[src/design/ps2m_pkg.sv]
// shared types and constants for the ps/2 mouse packet decoder
package ps2m_pkg;

   // field widths fixed by the byte format
   localparam int BYTE_W   = 8;
   localparam int WHEEL_W  = 2;
   localparam int BTN_W    = 3;
   localparam int BOUND_W  = 13;
   localparam int CSR_ADDR_W = 2;

   // register indexes on the csr port
   localparam logic [CSR_ADDR_W-1:0] REG_WHEEL_MODE   = 2'd0;
   localparam logic [CSR_ADDR_W-1:0] REG_BOUND_WIDTH  = 2'd1;
   localparam logic [CSR_ADDR_W-1:0] REG_BOUND_HEIGHT = 2'd2;

   // register reset values
   localparam logic [BOUND_W-1:0] WIDTH_RESET  = 13'd640;
   localparam logic [BOUND_W-1:0] HEIGHT_RESET = 13'd480;

   // first-byte format: sync bit, overflow bits, button bits
   localparam int SYNC_BIT = 3;

   // wheel nibble codes and their decoded steps
   localparam logic [3:0] WHEEL_NIB_UP   = 4'h1;
   localparam logic [3:0] WHEEL_NIB_DOWN = 4'hF;
   localparam logic [WHEEL_W-1:0] WHEEL_NONE = 2'b00;
   localparam logic [WHEEL_W-1:0] WHEEL_POS  = 2'b01;
   localparam logic [WHEEL_W-1:0] WHEEL_NEG  = 2'b11;

   // packet queue between front and back
   localparam int FIFO_DEPTH = 2;
   localparam int FIFO_PTR_W = $clog2(FIFO_DEPTH);
   localparam int FIFO_CNT_W = $clog2(FIFO_DEPTH + 1);

   // one assembled packet, overflow already filtered
   typedef struct packed {
      logic [BTN_W-1:0]   buttons;
      logic [BYTE_W-1:0]  dx;
      logic [BYTE_W-1:0]  dy;
      logic [WHEEL_W-1:0] wheel;
   } pkt_type;

   // configuration seen by the back end
   typedef struct packed {
      logic               recentre;
      logic [BOUND_W-1:0] bound_w;
      logic [BOUND_W-1:0] bound_h;
   } cfg_type;

   // queue status
   typedef struct packed {
      logic full;
      logic empty;
   } fifo_stat_type;

endpackage

[src/design/ps2m_front.sv]
// front end: byte sync, packet assembly, overflow filter, wheel decode
module ps2m_front (
   input  logic                          clock,
   input  logic                          reset,
   input  logic                          accept,
   input  logic [ps2m_pkg::BYTE_W-1:0]   in_byte,
   input  logic                          wheel_mode,
   output logic                          push,
   output ps2m_pkg::pkt_type             push_pkt
);

   logic [1:0]                        byte_index_ff, byte_index_in;
   logic [ps2m_pkg::BYTE_W-1:0]       pkt0_ff, pkt0_in;
   logic [ps2m_pkg::BYTE_W-1:0]       pkt1_ff, pkt1_in;
   logic [ps2m_pkg::BYTE_W-1:0]       pkt2_ff, pkt2_in;
   logic                              last_byte;
   logic                              skip_byte;
   logic [ps2m_pkg::WHEEL_W-1:0]      wheel_dec;

   // wheel nibble decode
   always_comb begin
      unique case (in_byte[3:0])
         ps2m_pkg::WHEEL_NIB_UP:   wheel_dec = ps2m_pkg::WHEEL_POS;
         ps2m_pkg::WHEEL_NIB_DOWN: wheel_dec = ps2m_pkg::WHEEL_NEG;
         default:                  wheel_dec = ps2m_pkg::WHEEL_NONE;
      endcase
   end

   // packet assembly
   always_comb begin
      byte_index_in = byte_index_ff;
      pkt0_in       = pkt0_ff;
      pkt1_in       = pkt1_ff;
      pkt2_in       = pkt2_ff;
      push          = 1'b0;
      last_byte     = wheel_mode ? (byte_index_ff == 2'd3) : (byte_index_ff >= 2'd2);
      skip_byte     = (byte_index_ff == 2'd0) && !in_byte[ps2m_pkg::SYNC_BIT];
      if (accept && !skip_byte) begin
         if (!last_byte) begin
            case (byte_index_ff)
               2'd0:    pkt0_in = in_byte;
               2'd1:    pkt1_in = in_byte;
               default: pkt2_in = in_byte;
            endcase
            byte_index_in = byte_index_ff + 2'd1;
         end else begin
            byte_index_in = 2'd0;
            if (!wheel_mode) begin
               pkt2_in = in_byte;
            end
            // drop packets with x or y overflow
            push = (pkt0_ff[7:6] == 2'b00);
         end
      end
   end

   // packet handed to the queue
   always_comb begin
      push_pkt.buttons = pkt0_ff[ps2m_pkg::BTN_W-1:0];
      push_pkt.dx      = pkt1_ff;
      push_pkt.dy      = wheel_mode ? pkt2_ff : in_byte;
      push_pkt.wheel   = wheel_mode ? wheel_dec : ps2m_pkg::WHEEL_NONE;
   end

   // control state
   always_ff @(posedge clock) begin
      if (reset) begin
         byte_index_ff <= 2'd0;
      end else begin
         byte_index_ff <= byte_index_in;
      end
   end

   // packet bytes
   always_ff @(posedge clock) begin
      pkt0_ff <= pkt0_in;
      pkt1_ff <= pkt1_in;
      pkt2_ff <= pkt2_in;
   end

endmodule

[src/design/ps2m_fifo.sv]
// short packet queue between front and back end
module ps2m_fifo (
   input  logic                     clock,
   input  logic                     reset,
   input  logic                     push,
   input  ps2m_pkg::pkt_type        push_pkt,
   input  logic                     pop,
   output ps2m_pkg::pkt_type        pop_pkt,
   output ps2m_pkg::fifo_stat_type  stat
);

   ps2m_pkg::pkt_type                     mem_ff [ps2m_pkg::FIFO_DEPTH];
   logic [ps2m_pkg::FIFO_PTR_W-1:0]       wr_ptr_ff, wr_ptr_in;
   logic [ps2m_pkg::FIFO_PTR_W-1:0]       rd_ptr_ff, rd_ptr_in;
   logic [ps2m_pkg::FIFO_CNT_W-1:0]       count_ff, count_in;
   logic                                  do_push;
   logic                                  do_pop;

   assign stat.full  = (count_ff == ps2m_pkg::FIFO_CNT_W'(ps2m_pkg::FIFO_DEPTH));
   assign stat.empty = (count_ff == '0);
   assign pop_pkt    = mem_ff[rd_ptr_ff];

   // pointer and count update
   always_comb begin
      do_push   = push && !stat.full;
      do_pop    = pop && !stat.empty;
      wr_ptr_in = do_push ? wr_ptr_ff + ps2m_pkg::FIFO_PTR_W'(1) : wr_ptr_ff;
      rd_ptr_in = do_pop ? rd_ptr_ff + ps2m_pkg::FIFO_PTR_W'(1) : rd_ptr_ff;
      count_in  = count_ff;
      if (do_push && !do_pop) begin
         count_in = count_ff + ps2m_pkg::FIFO_CNT_W'(1);
      end else if (do_pop && !do_push) begin
         count_in = count_ff - ps2m_pkg::FIFO_CNT_W'(1);
      end
   end

   always_ff @(posedge clock) begin
      if (reset) begin
         wr_ptr_ff <= '0;
         rd_ptr_ff <= '0;
         count_ff  <= '0;
      end else begin
         wr_ptr_ff <= wr_ptr_in;
         rd_ptr_ff <= rd_ptr_in;
         count_ff  <= count_in;
      end
   end

   // entry storage
   always_ff @(posedge clock) begin
      if (do_push) begin
         mem_ff[wr_ptr_ff] <= push_pkt;
      end
   end

endmodule

[src/design/ps2m_back.sv]
// back end: cursor move and clamp, button edges, result register
module ps2m_back #(
   parameter int COORD_BITS = 12
) (
   input  logic                          clock,
   input  logic                          reset,
   input  ps2m_pkg::cfg_type             cfg,
   input  logic                          q_valid,
   input  ps2m_pkg::pkt_type             q_pkt,
   output logic                          pop,
   input  logic                          out_ready,
   output logic                          out_valid,
   output logic [COORD_BITS-1:0]         pos_x,
   output logic [COORD_BITS-1:0]         pos_y,
   output logic [ps2m_pkg::BYTE_W-1:0]   delta_x,
   output logic [ps2m_pkg::BYTE_W-1:0]   delta_y,
   output logic [ps2m_pkg::WHEEL_W-1:0]  wheel_step,
   output logic [ps2m_pkg::BTN_W-1:0]    button_mask,
   output logic [ps2m_pkg::BTN_W-1:0]    pressed_mask,
   output logic [ps2m_pkg::BTN_W-1:0]    released_mask
);

   localparam int EFF_W = COORD_BITS + 1;
   localparam int SUM_W = COORD_BITS + 2;
   localparam int CMP_W = (EFF_W > ps2m_pkg::BOUND_W) ? EFF_W : ps2m_pkg::BOUND_W;
   localparam logic [CMP_W-1:0] LIM = CMP_W'(1) << COORD_BITS;

   // bound of zero acts as one, bound above the range saturates
   function automatic logic [EFF_W-1:0] eff_bound(input logic [ps2m_pkg::BOUND_W-1:0] b);
      logic [CMP_W-1:0] bw;
      bw = CMP_W'(b);
      if (bw == '0) begin
         eff_bound = EFF_W'(1);
      end else if (bw > LIM) begin
         eff_bound = LIM[EFF_W-1:0];
      end else begin
         eff_bound = bw[EFF_W-1:0];
      end
   endfunction

   // clamp a signed sum to 0 .. hi
   function automatic logic [COORD_BITS-1:0] clamp_axis(input logic [SUM_W-1:0] v,
                                                        input logic [COORD_BITS-1:0] hi);
      if (v[SUM_W-1]) begin
         clamp_axis = '0;
      end else if (v[SUM_W-2:0] > EFF_W'(hi)) begin
         clamp_axis = hi;
      end else begin
         clamp_axis = v[COORD_BITS-1:0];
      end
   endfunction

   logic                           out_valid_ff, out_valid_in;
   logic [COORD_BITS-1:0]          cursor_x_ff, cursor_x_in;
   logic [COORD_BITS-1:0]          cursor_y_ff, cursor_y_in;
   logic [ps2m_pkg::BTN_W-1:0]     last_btn_ff, last_btn_in;
   logic [COORD_BITS-1:0]          pos_x_ff, pos_y_ff;
   logic [ps2m_pkg::BYTE_W-1:0]    dx_ff, dy_ff;
   logic [ps2m_pkg::WHEEL_W-1:0]   wheel_ff;
   logic [ps2m_pkg::BTN_W-1:0]     btn_ff, pressed_ff, released_ff;
   logic [EFF_W-1:0]               eff_w, eff_h;
   logic [COORD_BITS-1:0]          hi_x, hi_y;
   logic [SUM_W-1:0]               sum_x, sum_y;
   logic [COORD_BITS-1:0]          new_x, new_y;

   // effective bounds and upper limits
   always_comb begin
      eff_w = eff_bound(cfg.bound_w);
      eff_h = eff_bound(cfg.bound_h);
      hi_x  = COORD_BITS'(eff_w - EFF_W'(1));
      hi_y  = COORD_BITS'(eff_h - EFF_W'(1));
   end

   // cursor move, screen y grows downward
   always_comb begin
      sum_x = {2'b00, cursor_x_ff} + {{(SUM_W-ps2m_pkg::BYTE_W){q_pkt.dx[7]}}, q_pkt.dx};
      sum_y = {2'b00, cursor_y_ff} - {{(SUM_W-ps2m_pkg::BYTE_W){q_pkt.dy[7]}}, q_pkt.dy};
      new_x = clamp_axis(sum_x, hi_x);
      new_y = clamp_axis(sum_y, hi_y);
   end

   // pop and state update
   always_comb begin
      pop          = q_valid && (!out_valid_ff || out_ready);
      out_valid_in = pop ? 1'b1 : (out_ready ? 1'b0 : out_valid_ff);
      cursor_x_in  = cursor_x_ff;
      cursor_y_in  = cursor_y_ff;
      last_btn_in  = last_btn_ff;
      if (cfg.recentre) begin
         cursor_x_in = eff_w[COORD_BITS:1];
         cursor_y_in = eff_h[COORD_BITS:1];
      end else if (pop) begin
         cursor_x_in = new_x;
         cursor_y_in = new_y;
      end
      if (pop) begin
         last_btn_in = q_pkt.buttons;
      end
   end

   always_ff @(posedge clock) begin
      if (reset) begin
         out_valid_ff <= 1'b0;
         cursor_x_ff  <= '0;
         cursor_y_ff  <= '0;
         last_btn_ff  <= '0;
      end else begin
         out_valid_ff <= out_valid_in;
         cursor_x_ff  <= cursor_x_in;
         cursor_y_ff  <= cursor_y_in;
         last_btn_ff  <= last_btn_in;
      end
   end

   // result register
   always_ff @(posedge clock) begin
      if (pop) begin
         pos_x_ff    <= new_x;
         pos_y_ff    <= new_y;
         dx_ff       <= q_pkt.dx;
         dy_ff       <= ps2m_pkg::BYTE_W'(8'd0 - q_pkt.dy);
         wheel_ff    <= q_pkt.wheel;
         btn_ff      <= q_pkt.buttons;
         pressed_ff  <= q_pkt.buttons & ~last_btn_ff;
         released_ff <= last_btn_ff & ~q_pkt.buttons;
      end
   end

   assign out_valid     = out_valid_ff;
   assign pos_x         = pos_x_ff;
   assign pos_y         = pos_y_ff;
   assign delta_x       = dx_ff;
   assign delta_y       = dy_ff;
   assign wheel_step    = wheel_ff;
   assign button_mask   = btn_ff;
   assign pressed_mask  = pressed_ff;
   assign released_mask = released_ff;

endmodule

[src/design/ps2_mouse_packet_decoder.sv]
// top level of the ps/2 mouse packet decoder
//
// Raw mouse bytes enter on the req_ stream, one byte per word. The front end
// resyncs on the first-byte marker bit, assembles 3-byte packets (4-byte with
// wheel_mode set), drops packets with an overflow flag and queues the rest.
// The back end moves and clamps the cursor, forms button press and release
// masks and holds one event word on the rsp_ stream.
// Throughput: one byte per cycle; req_tready drops only while the two-entry
// packet queue is full, which happens only when rsp_tready stays low.
// A packet is written into the queue on the edge that takes its last byte and
// moves into the result register when the back end pops it; the back end
// moves one packet per cycle while the event word is taken or none is held.
// The csr_ port writes wheel_mode, bound_width and bound_height; a bound
// write sets a registered recentre flag, which then moves the cursor to the
// centre of the new bounds. Write only while the block is idle.
// Reset clears the packet position, the queue, the cursor (to 0,0), the
// button history and the registers (3-byte mode, 640 x 480). While rsp_tready
// is low the event word holds and bytes keep flowing until the queue fills.
module ps2_mouse_packet_decoder #(
   parameter int COORD_BITS = 12
) (
   input  logic                                 clock,
   input  logic                                 reset,
   // input stream
   input  logic                                 req_tvalid,
   output logic                                 req_tready,
   input  logic [ps2m_pkg::BYTE_W-1:0]          req_tdata,   // data_byte
   // result stream
   output logic                                 rsp_tvalid,
   input  logic                                 rsp_tready,
   // pos_x, pos_y, delta_x, delta_y, wheel_step, button_mask,
   // pressed_mask, released_mask, zero pad
   output logic [((2*COORD_BITS+27+7)/8)*8-1:0] rsp_tdata,
   // configuration
   input  logic                                 csr_we,
   input  logic [ps2m_pkg::CSR_ADDR_W-1:0]      csr_addr,
   input  logic [ps2m_pkg::BOUND_W-1:0]         csr_wdata
);

   localparam int RSP_W = ((2*COORD_BITS+27+7)/8)*8;

   logic                              wheel_mode_ff, wheel_mode_in;
   logic [ps2m_pkg::BOUND_W-1:0]      bound_w_ff, bound_w_in;
   logic [ps2m_pkg::BOUND_W-1:0]      bound_h_ff, bound_h_in;
   logic                              recentre_ff, recentre_in;
   ps2m_pkg::cfg_type                 cfg;
   ps2m_pkg::pkt_type                 push_pkt;
   ps2m_pkg::pkt_type                 pop_pkt;
   ps2m_pkg::fifo_stat_type           q_stat;
   logic                              accept;
   logic                              push;
   logic                              pop;
   logic [COORD_BITS-1:0]             pos_x, pos_y;
   logic [ps2m_pkg::BYTE_W-1:0]       delta_x, delta_y;
   logic [ps2m_pkg::WHEEL_W-1:0]      wheel_step;
   logic [ps2m_pkg::BTN_W-1:0]        button_mask, pressed_mask, released_mask;

   // register writes
   always_comb begin
      wheel_mode_in = wheel_mode_ff;
      bound_w_in    = bound_w_ff;
      bound_h_in    = bound_h_ff;
      recentre_in   = 1'b0;
      if (csr_we) begin
         unique case (csr_addr)
            ps2m_pkg::REG_WHEEL_MODE: begin
               wheel_mode_in = csr_wdata[0];
            end
            ps2m_pkg::REG_BOUND_WIDTH: begin
               bound_w_in  = csr_wdata;
               recentre_in = 1'b1;
            end
            ps2m_pkg::REG_BOUND_HEIGHT: begin
               bound_h_in  = csr_wdata;
               recentre_in = 1'b1;
            end
            default: begin
            end
         endcase
      end
   end

   always_ff @(posedge clock) begin
      if (reset) begin
         wheel_mode_ff <= 1'b0;
         bound_w_ff    <= ps2m_pkg::WIDTH_RESET;
         bound_h_ff    <= ps2m_pkg::HEIGHT_RESET;
         recentre_ff   <= 1'b0;
      end else begin
         wheel_mode_ff <= wheel_mode_in;
         bound_w_ff    <= bound_w_in;
         bound_h_ff    <= bound_h_in;
         recentre_ff   <= recentre_in;
      end
   end

   assign cfg.recentre = recentre_ff;
   assign cfg.bound_w  = bound_w_ff;
   assign cfg.bound_h  = bound_h_ff;

   // input handshake
   assign req_tready = !q_stat.full;
   assign accept     = req_tvalid && req_tready;

   ps2m_front u_front (
      .clock      (clock),
      .reset      (reset),
      .accept     (accept),
      .in_byte    (req_tdata),
      .wheel_mode (wheel_mode_ff),
      .push       (push),
      .push_pkt   (push_pkt)
   );

   ps2m_fifo u_fifo (
      .clock    (clock),
      .reset    (reset),
      .push     (push),
      .push_pkt (push_pkt),
      .pop      (pop),
      .pop_pkt  (pop_pkt),
      .stat     (q_stat)
   );

   ps2m_back #(
      .COORD_BITS (COORD_BITS)
   ) u_back (
      .clock         (clock),
      .reset         (reset),
      .cfg           (cfg),
      .q_valid       (!q_stat.empty),
      .q_pkt         (pop_pkt),
      .pop           (pop),
      .out_ready     (rsp_tready),
      .out_valid     (rsp_tvalid),
      .pos_x         (pos_x),
      .pos_y         (pos_y),
      .delta_x       (delta_x),
      .delta_y       (delta_y),
      .wheel_step    (wheel_step),
      .button_mask   (button_mask),
      .pressed_mask  (pressed_mask),
      .released_mask (released_mask)
   );

   // result word packing, first field in the low bits
   assign rsp_tdata = RSP_W'({released_mask, pressed_mask, button_mask, wheel_step,
                              delta_y, delta_x, pos_y, pos_x});

`ifndef SYNTH
   // no event word survives a reset
   a_reset_clears_out: assert property (@(posedge clock)
      $past(reset) |-> !rsp_tvalid)
      else $error("result valid after reset");

   // press and release masks agree with the held buttons
   a_button_edges: assert property (@(posedge clock) disable iff (reset)
      rsp_tvalid |-> ((pressed_mask & released_mask) == '0) &&
                     ((pressed_mask & ~button_mask) == '0) &&
                     ((released_mask & button_mask) == '0))
      else $error("button edge masks inconsistent");

   // wheel decode yields only -1, 0 or +1
   a_wheel_code: assert property (@(posedge clock) disable iff (reset)
      rsp_tvalid |-> (wheel_step != 2'b10))
      else $error("illegal wheel step");
`endif

endmodule
[config.mk]
export PLATFORM = sky130hd
export DESIGN_NAME = ps2_mouse_packet_decoder
export DESIGN_NICKNAME = d
export VERILOG_FILES = /design/src/design/ps2m_pkg.sv /design/src/design/ps2m_front.sv /design/src/design/ps2m_fifo.sv /design/src/design/ps2m_back.sv /design/src/design/ps2_mouse_packet_decoder.sv
export SDC_FILE = /design/constraint.sdc
export NUM_CORES = 1
export LEC_CHECK = 0
export BUFFER_PORTS_ARGS = -buffer_cell sky130_fd_sc_hd__clkbuf_2
export CAP_MARGIN = 10
export CORE_UTILIZATION = 54
export DETAILED_ROUTE_END_ITERATION = 16
export GPL_ROUTABILITY_DRIVEN = 0
export PLACE_DENSITY = 0.72
export SYNTH_ARGS = -nofsm -noshare
export SYNTH_HDL_FRONTEND = slang
export SYNTH_SLANG_ARGS = --single-unit
export TNS_END_PERCENT = 10
[constraint.sdc]
create_clock -name clock -period 4.8 [get_ports clock]
set_clock_uncertainty 0.2 [all_clocks]
set_input_delay 0 -clock clock [delete_from_list [all_inputs] [get_ports clock]]
set_output_delay 0 -clock clock [all_outputs]
set_load 0.03 [all_outputs]
; ---- Word level (Yosys, flattened, before mapping)
; Memory sizes are Yosys's and may differ from the RTL's. A register that Yosys moved wholly into a read port is not among the register bits.
; Cells that the tools add are included.
; Widths: inputs -> output; s select.
[op_classes]
n_eq_ne = 8
n_addsub = 10
n_lt_le_gt_ge = 5
bitwise_logic = 6
n_reduce_logical = 34
mux = 30
[ops]
columns = operator, count
row1 = $mux 12, 8
row2 = $mux 13, 4
row3 = $gt 13x12->1, 2
row4 = $gt 13x13->1 const B, 2
row5 = $logic_not 13->1, 2
row6 = $mux 8, 3
row7 = $sub 12x1->12 const B, 2
row8 = $add 13x8->14, 1
row9 = $sub 13x8->14, 1
row10 = $mux 1, 10
row11 = $logic_and 1x1->1, 8
row12 = $logic_not 2->1, 4
row13 = $mux 2, 4
row14 = $reduce_and 2->1, 4
row15 = $sub 1x8->8 const A, 1
row16 = $logic_not 1->1, 7
row17 = $and 3x3->3, 2
row18 = $eq 2x2->1 const B, 3
row19 = $not 3->3, 2
row20 = $reduce_and 3->1, 2
row21 = $reduce_bool 2->1, 3
row22 = $reduce_or 2->1, 3
row23 = $add 2x1->2 const B, 2
row24 = $eq 2x1->1 const B, 2
row25 = other kinds (9), 11
[word_totals]
elab_cells = 117
ram_bits = 42
ff_bits = 137
n_memories = 1
[mem_list]
columns = name, words, word_bits, read_ports, rd_clocked_by_memory_dff, wr, line
row1 = u_fifo.mem_ff, 2, 21, 1, 1, 1, ps2m_fifo.sv:12  ; ps2m_pkg::pkt_type mem_ff [ps2m_pkg::FIFO_DEPTH];

; ---- Logic depth before layout (Yosys ltp)
[logic_depth]
word_depth = 10
ltp_mapped = 20

; ---- Hierarchy
; Synthesis repeated with hierarchy kept, for this count alone.
[unflattened]
hier_cells = 912
hier_area_um2 = 9984.6
[by_module_without_submodules]
columns = mod, instances, area_each_um2, cells_each
row1 = ps2m_back, 1, 5881.9, 625
row2 = ps2m_fifo, 1, 1725.4, 90
row3 = ps2_mouse_packet_decoder, 1, 1253.7, 123
row4 = ps2m_front, 1, 1123.6, 74

; ---- Least setup slack after synthesis
; Ideal clock, no wire load.
[synth_timing]
path_kind = reg2reg
startpoint = reg (tool-made name)
endpoint = reg u_back.cursor_x_ff[7]
synth_period_minus_slack_ps = 5121
t_required_ps = 4504
arrival_ps = 4826
path_buffers = 3
setup_slack_ps = -321
stages_incl_launch_ff = 19
path_cell_list = dfxtp_1 > buf_1 > clkbuf_1 > mux2_2 > ha_1 > fa_1 > a211oi_2 > o21ai_2 > a31o_2 > xor2_1 > ha_1 > a21oi_1 > o21ai_0 > a2111oi_0 > a21oi_1 > a21o_1 > buf_6 > a21o_1 > o41ai_2
[synth_lines]
columns = item, line
row1 = "end signal, assigned", ps2m_back.sv:109  ; cursor_x_ff <= cursor_x_in;
row2 = "end, declared", ps2m_back.sv:54  ; logic [COORD_BITS-1:0] cursor_x_ff, cursor_x_in;

==> impl_results.md <==
- Outcome: complete, no violations
- Max FO, Critical Path: 8
- Clock network power share: 0.212
- Setup bufs post-CTS: 0
- Final Cycle Share: 0.973
- Post-layout nets: between 1000 and 1500
- R2r endpoint: u_back.pos_x[3]
- Count leader, synth: edfxtp_1
- Hold Path Class: in2reg
- Die height: between 100 and 150 µm
- Leakage power: between 0.004 and 0.005 µW
- Async SR Flop Fraction: 0
- Depth of the worst register-to-register path: 17
- Dpl cell area: ~0.010 mm²
- Max Freq: 0.214 GHz
- Netlist cell types: between 60 and 70
- #FFs+latches synth: 177
- Area contributors post-synth: edfxtp_1, dfxtp_1, ha_1
- Hold depth: 2
- Sequential element share of the synthesized area: 0.486
- Area delta synth->final: 19.5%
- Finished Cell Area: between 0.01 and 0.015 mm²
- Sw Share: 0.412
- Internal power: 3950 µW
- Share of layout cells above drive strength 1: 0.209
- 1st-pass router iterations: 7
- Die Wd: about 140 µm
- Power per cell area: between 500 and 600 mW/mm²
- IO Pins: between 80 and 90
- # rows: between 40 and 50
- Least-Margin Pin Slew: roughly 1.2 ns
- Startpoint Class: flip-flop
- Area of the core: 0.0174 mm²
- Worst skew pair latency: approximately 0.43 ns
- Die area: 0.0184 mm²
- Logic pwr share: 0.452
- Yosys warnings: 0
- Vias in the first global route: roughly 7200
- Vias/cell: between 5 and 6
- Final cell count without fillers: approximately 1300
- Cell Area, Synth: between 0.009 and 0.01 mm²
- DRC: 0
- Clk buf depth: 2
- Num CTS Buffers: 17
- Clk sinks: ~180
- Port bufs: 80
- Main synth FF type: edfxtp_1
- Mean Syn Cell Area: between 10 and 15 µm²
- Flop pwr share: 0.336
- Worst R2R Setup Slack: 0.13 ns
- Area share of the largest cell type after synthesis: 0.355
- Total routed wirelength: between 20 and 25 mm
- Grt total ovfl: 0
- Initial antenna violation count: 0
- Top post-synthesis cells by count: edfxtp_1, nand2_1, nor2_1, a21oi_1, dfxtp_1
- P_sw: approximately 2800 µW
- Setup violations, final: 0
- Fin worst setup slack: around 0.13 ns
- WP data required: around 4.8 ns
- Final hold vios: 0
- EDFF count, synth: 114
- Crit end category: flip-flop
- Hold endpoint: u_front.pkt1_ff[4]
- Max-slew headroom: 0.182
- Total track usage: 0.265
- RSZ-0062 raised after global routing: true
- Max-cap violations: 0
- Final HPWL DP: between 15 and 20 mm
- Root Buffer Master: clkbuf_16
- Crit path cell chain: buf_12 > mux2_2 > ha_1 > fa_2 > a211oi_4 > o21ai_2 > a31o_2 > xor2_1 > ha_1 > a21oi_1 > o21ai_0 > a2111oi_2 > a21oi_1 > buf_4 > a21oi_1 > mux2i_1 > nor2_1
- Pin count of the biggest net entering global routing: a little over 60
- Via Count: roughly 7600
- Worst vdd ir: about 0.44 mV
- Cells after Synth: 938
- Setup CP Type: reg2reg
- Worst-path clk slew: about 0.070 ns
- Critical Path AT: about 4.7 ns
- Buf/Inv on CP: 2
- Worst Hold Launch: req_tdata[4]
- Placed Cells: 1250
- Iter 0 DRT Violations: 707
- Drt wl/cell: between 15 and 20 µm
- Crit path largest cell delay: 0.41 ns
- Place WS: -0.0557 ns
- Hold_ws: 0.133 ns
- Yosys top cell by area: edfxtp_1
- Most used cell, CP: a21oi_1
- Slowest CP cell: a2111oi_2
- H-tree depth: 4
- Antenna Nets Post-Route: 0
- Slew Viols, Final: 0
- CP delay by family, top: compound AO/OA/AOI/OAI gates
- Global-route wire length before repair: between 30 and 40 mm
- CTS tree: yes
- Diodes inserted: 0
- Initial core utilization: 0.555
- Final Critical Period: 4.67 ns
sequential cells by signal, indices dropped and copies added (netlist names), 2 cells and up, named ones only:
register / cells
bound_w_ff: 13
u_back.cursor_x_ff: 12
u_front.byte_index_ff: 2
u_front.pkt2_ff: 8
u_back.button_mask: 3
u_back.last_btn_ff: 3
u_back.wheel_step: 2
bound_h_ff: 13
u_back.cursor_y_ff: 12
u_back.pos_x: 12
u_back.pos_y: 12
u_fifo.mem_ff: 42
u_back.released_mask: 3
u_back.delta_x: 8
u_front.pkt1_ff: 8
u_front.pkt0_ff: 5
u_back.delta_y: 8
u_back.pressed_mask: 3
u_fifo.count_ff: 2
worst max path at each step:
| stage | endpoint | slack [ns] | from | cells after the start |
|---|---|---|---|---|
| 5_1_grt | u_back.pos_x[3] | -0.07 | flip-flop | 17 |
| 2_1_floorplan | u_back.cursor_x_ff[7] | 0.02 | flip-flop | 18 |
| 3_3_place_gp | u_back.cursor_y_ff[0] | 0.03 | bound_h_ff[6] | 19 |
| 6_report | u_back.pos_x[3] | 0.13 | flip-flop | 17 |
| 3_5_place_dp | u_back.cursor_y_ff[0] | -0.06 | bound_h_ff[6] | 19 |
| 4_1_cts | u_back.cursor_y_ff[2] | 0.02 | bound_h_ff[6] | 19 |
cell families (layout without fill, tap and decap cells):
kind of cell	count (synthesis)	after routing	share of synthesized area
and+or+nand+nor	297	298	0.146
AOI/OAI and AO/OA	225	225	0.154
DFF	177	177	0.486
buffers and inverters	86	233	0.0373
adders and majority gates	63	63	0.0833
muxes	60	60	0.0667
xor gates and xnor gates	29	29	0.0263
other	1	5	0.000389
through the flow:
stage,util,total power [µW],setup TNS [ns]
3_5_place_dp,0.604,5150,-0.0932
5_1_grt,0.663,7070,-0.148
2_1_floorplan,-,4360,0
4_1_cts,0.658,6600,0
6_report,0.663,6710,0
3_3_place_gp,0.604,5120,0
routing by layer:
| layer | part of all wire | global-route usage |
|---|---|---|
| met5 | 0 | 0 |
| met3 | 0.070 | 0.0527 |
| met4 | 0.011 | 0.0730 |
| met1 | 0.46 | 0.366 |
| met2 | 0.46 | 0.420 |
worst reg2reg max path, delay by kind of cell (launching register included):
kind / cells / cell delay (ns)
and+or+nand+nor: 1 / 0.06
adders and majority gates: 3 / 0.94
muxes: 2 / 0.63
buffers and inverters: 2 / 0.31
DFF: 1 / 0.38
xor gates and xnor gates: 1 / 0.21
AOI/OAI and AO/OA: 8 / 1.70
power groups by stage:
stage / sequential, µW / combinational [µW] / clock, µW
after floorplan: 2690 / 1670 / 0
after global placement: 2270 / 2850 / 0
after detailed placement: 2280 / 2870 / 0
after CTS: 2250 / 2910 / 1440
after global routing: 2280 / 3280 / 1510
final: 2260 / 3030 / 1420
cells in the final DEF, fill, tap and decap left out, types with 7 or more instances in the layout:
| cell | count |
|---|---|
| a211oi_1 | 11 |
| nand2_1 | 94 |
| nor2b_1 | 7 |
| o21ai_0 | 28 |
| nor4_1 | 9 |
| a21oi_1 | 70 |
| o21ai_1 | 9 |
| clkbuf_16 | 17 |
| nor3_1 | 12 |
| buf_4 | 42 |
| or3_1 | 9 |
| mux2i_1 | 27 |
| nor2_1 | 83 |
| xnor2_1 | 19 |
| o31ai_1 | 11 |
| clkbuf_2 | 80 |
| a21o_1 | 23 |
| dfxtp_1 | 63 |
| mux2_2 | 28 |
| dlygate4sd3_1 | 32 |
| nand2b_1 | 8 |
| a31oi_1 | 9 |
| inv_1 | 44 |
| nand3_1 | 19 |
| nand3b_1 | 8 |
| edfxtp_1 | 114 |
| and2_1 | 10 |
| o21a_1 | 8 |
| xor2_1 | 10 |
| or2_2 | 16 |
| a22oi_1 | 10 |
| ha_1 | 61 |
timing repair:
action                                  4_1_cts  5_1_grt
resized for setup                             2       20
hold buffers                                 32        0
endpoints found under the setup margin        6       48
gates cloned                                  0        1
endpoints found under the hold margin        77        0
pin swaps                                     0        4
final cells by class:
cell class	count	area, µm²
repair buffers	155	1060
well taps	225	282
multi-input cells	680	4720
clock buffers	18	439
inverters	46	173
fillers	1341	5840
flip-flops and latches	177	4680
clock inverters	14	163
Power figures use the tool's default switching activity.
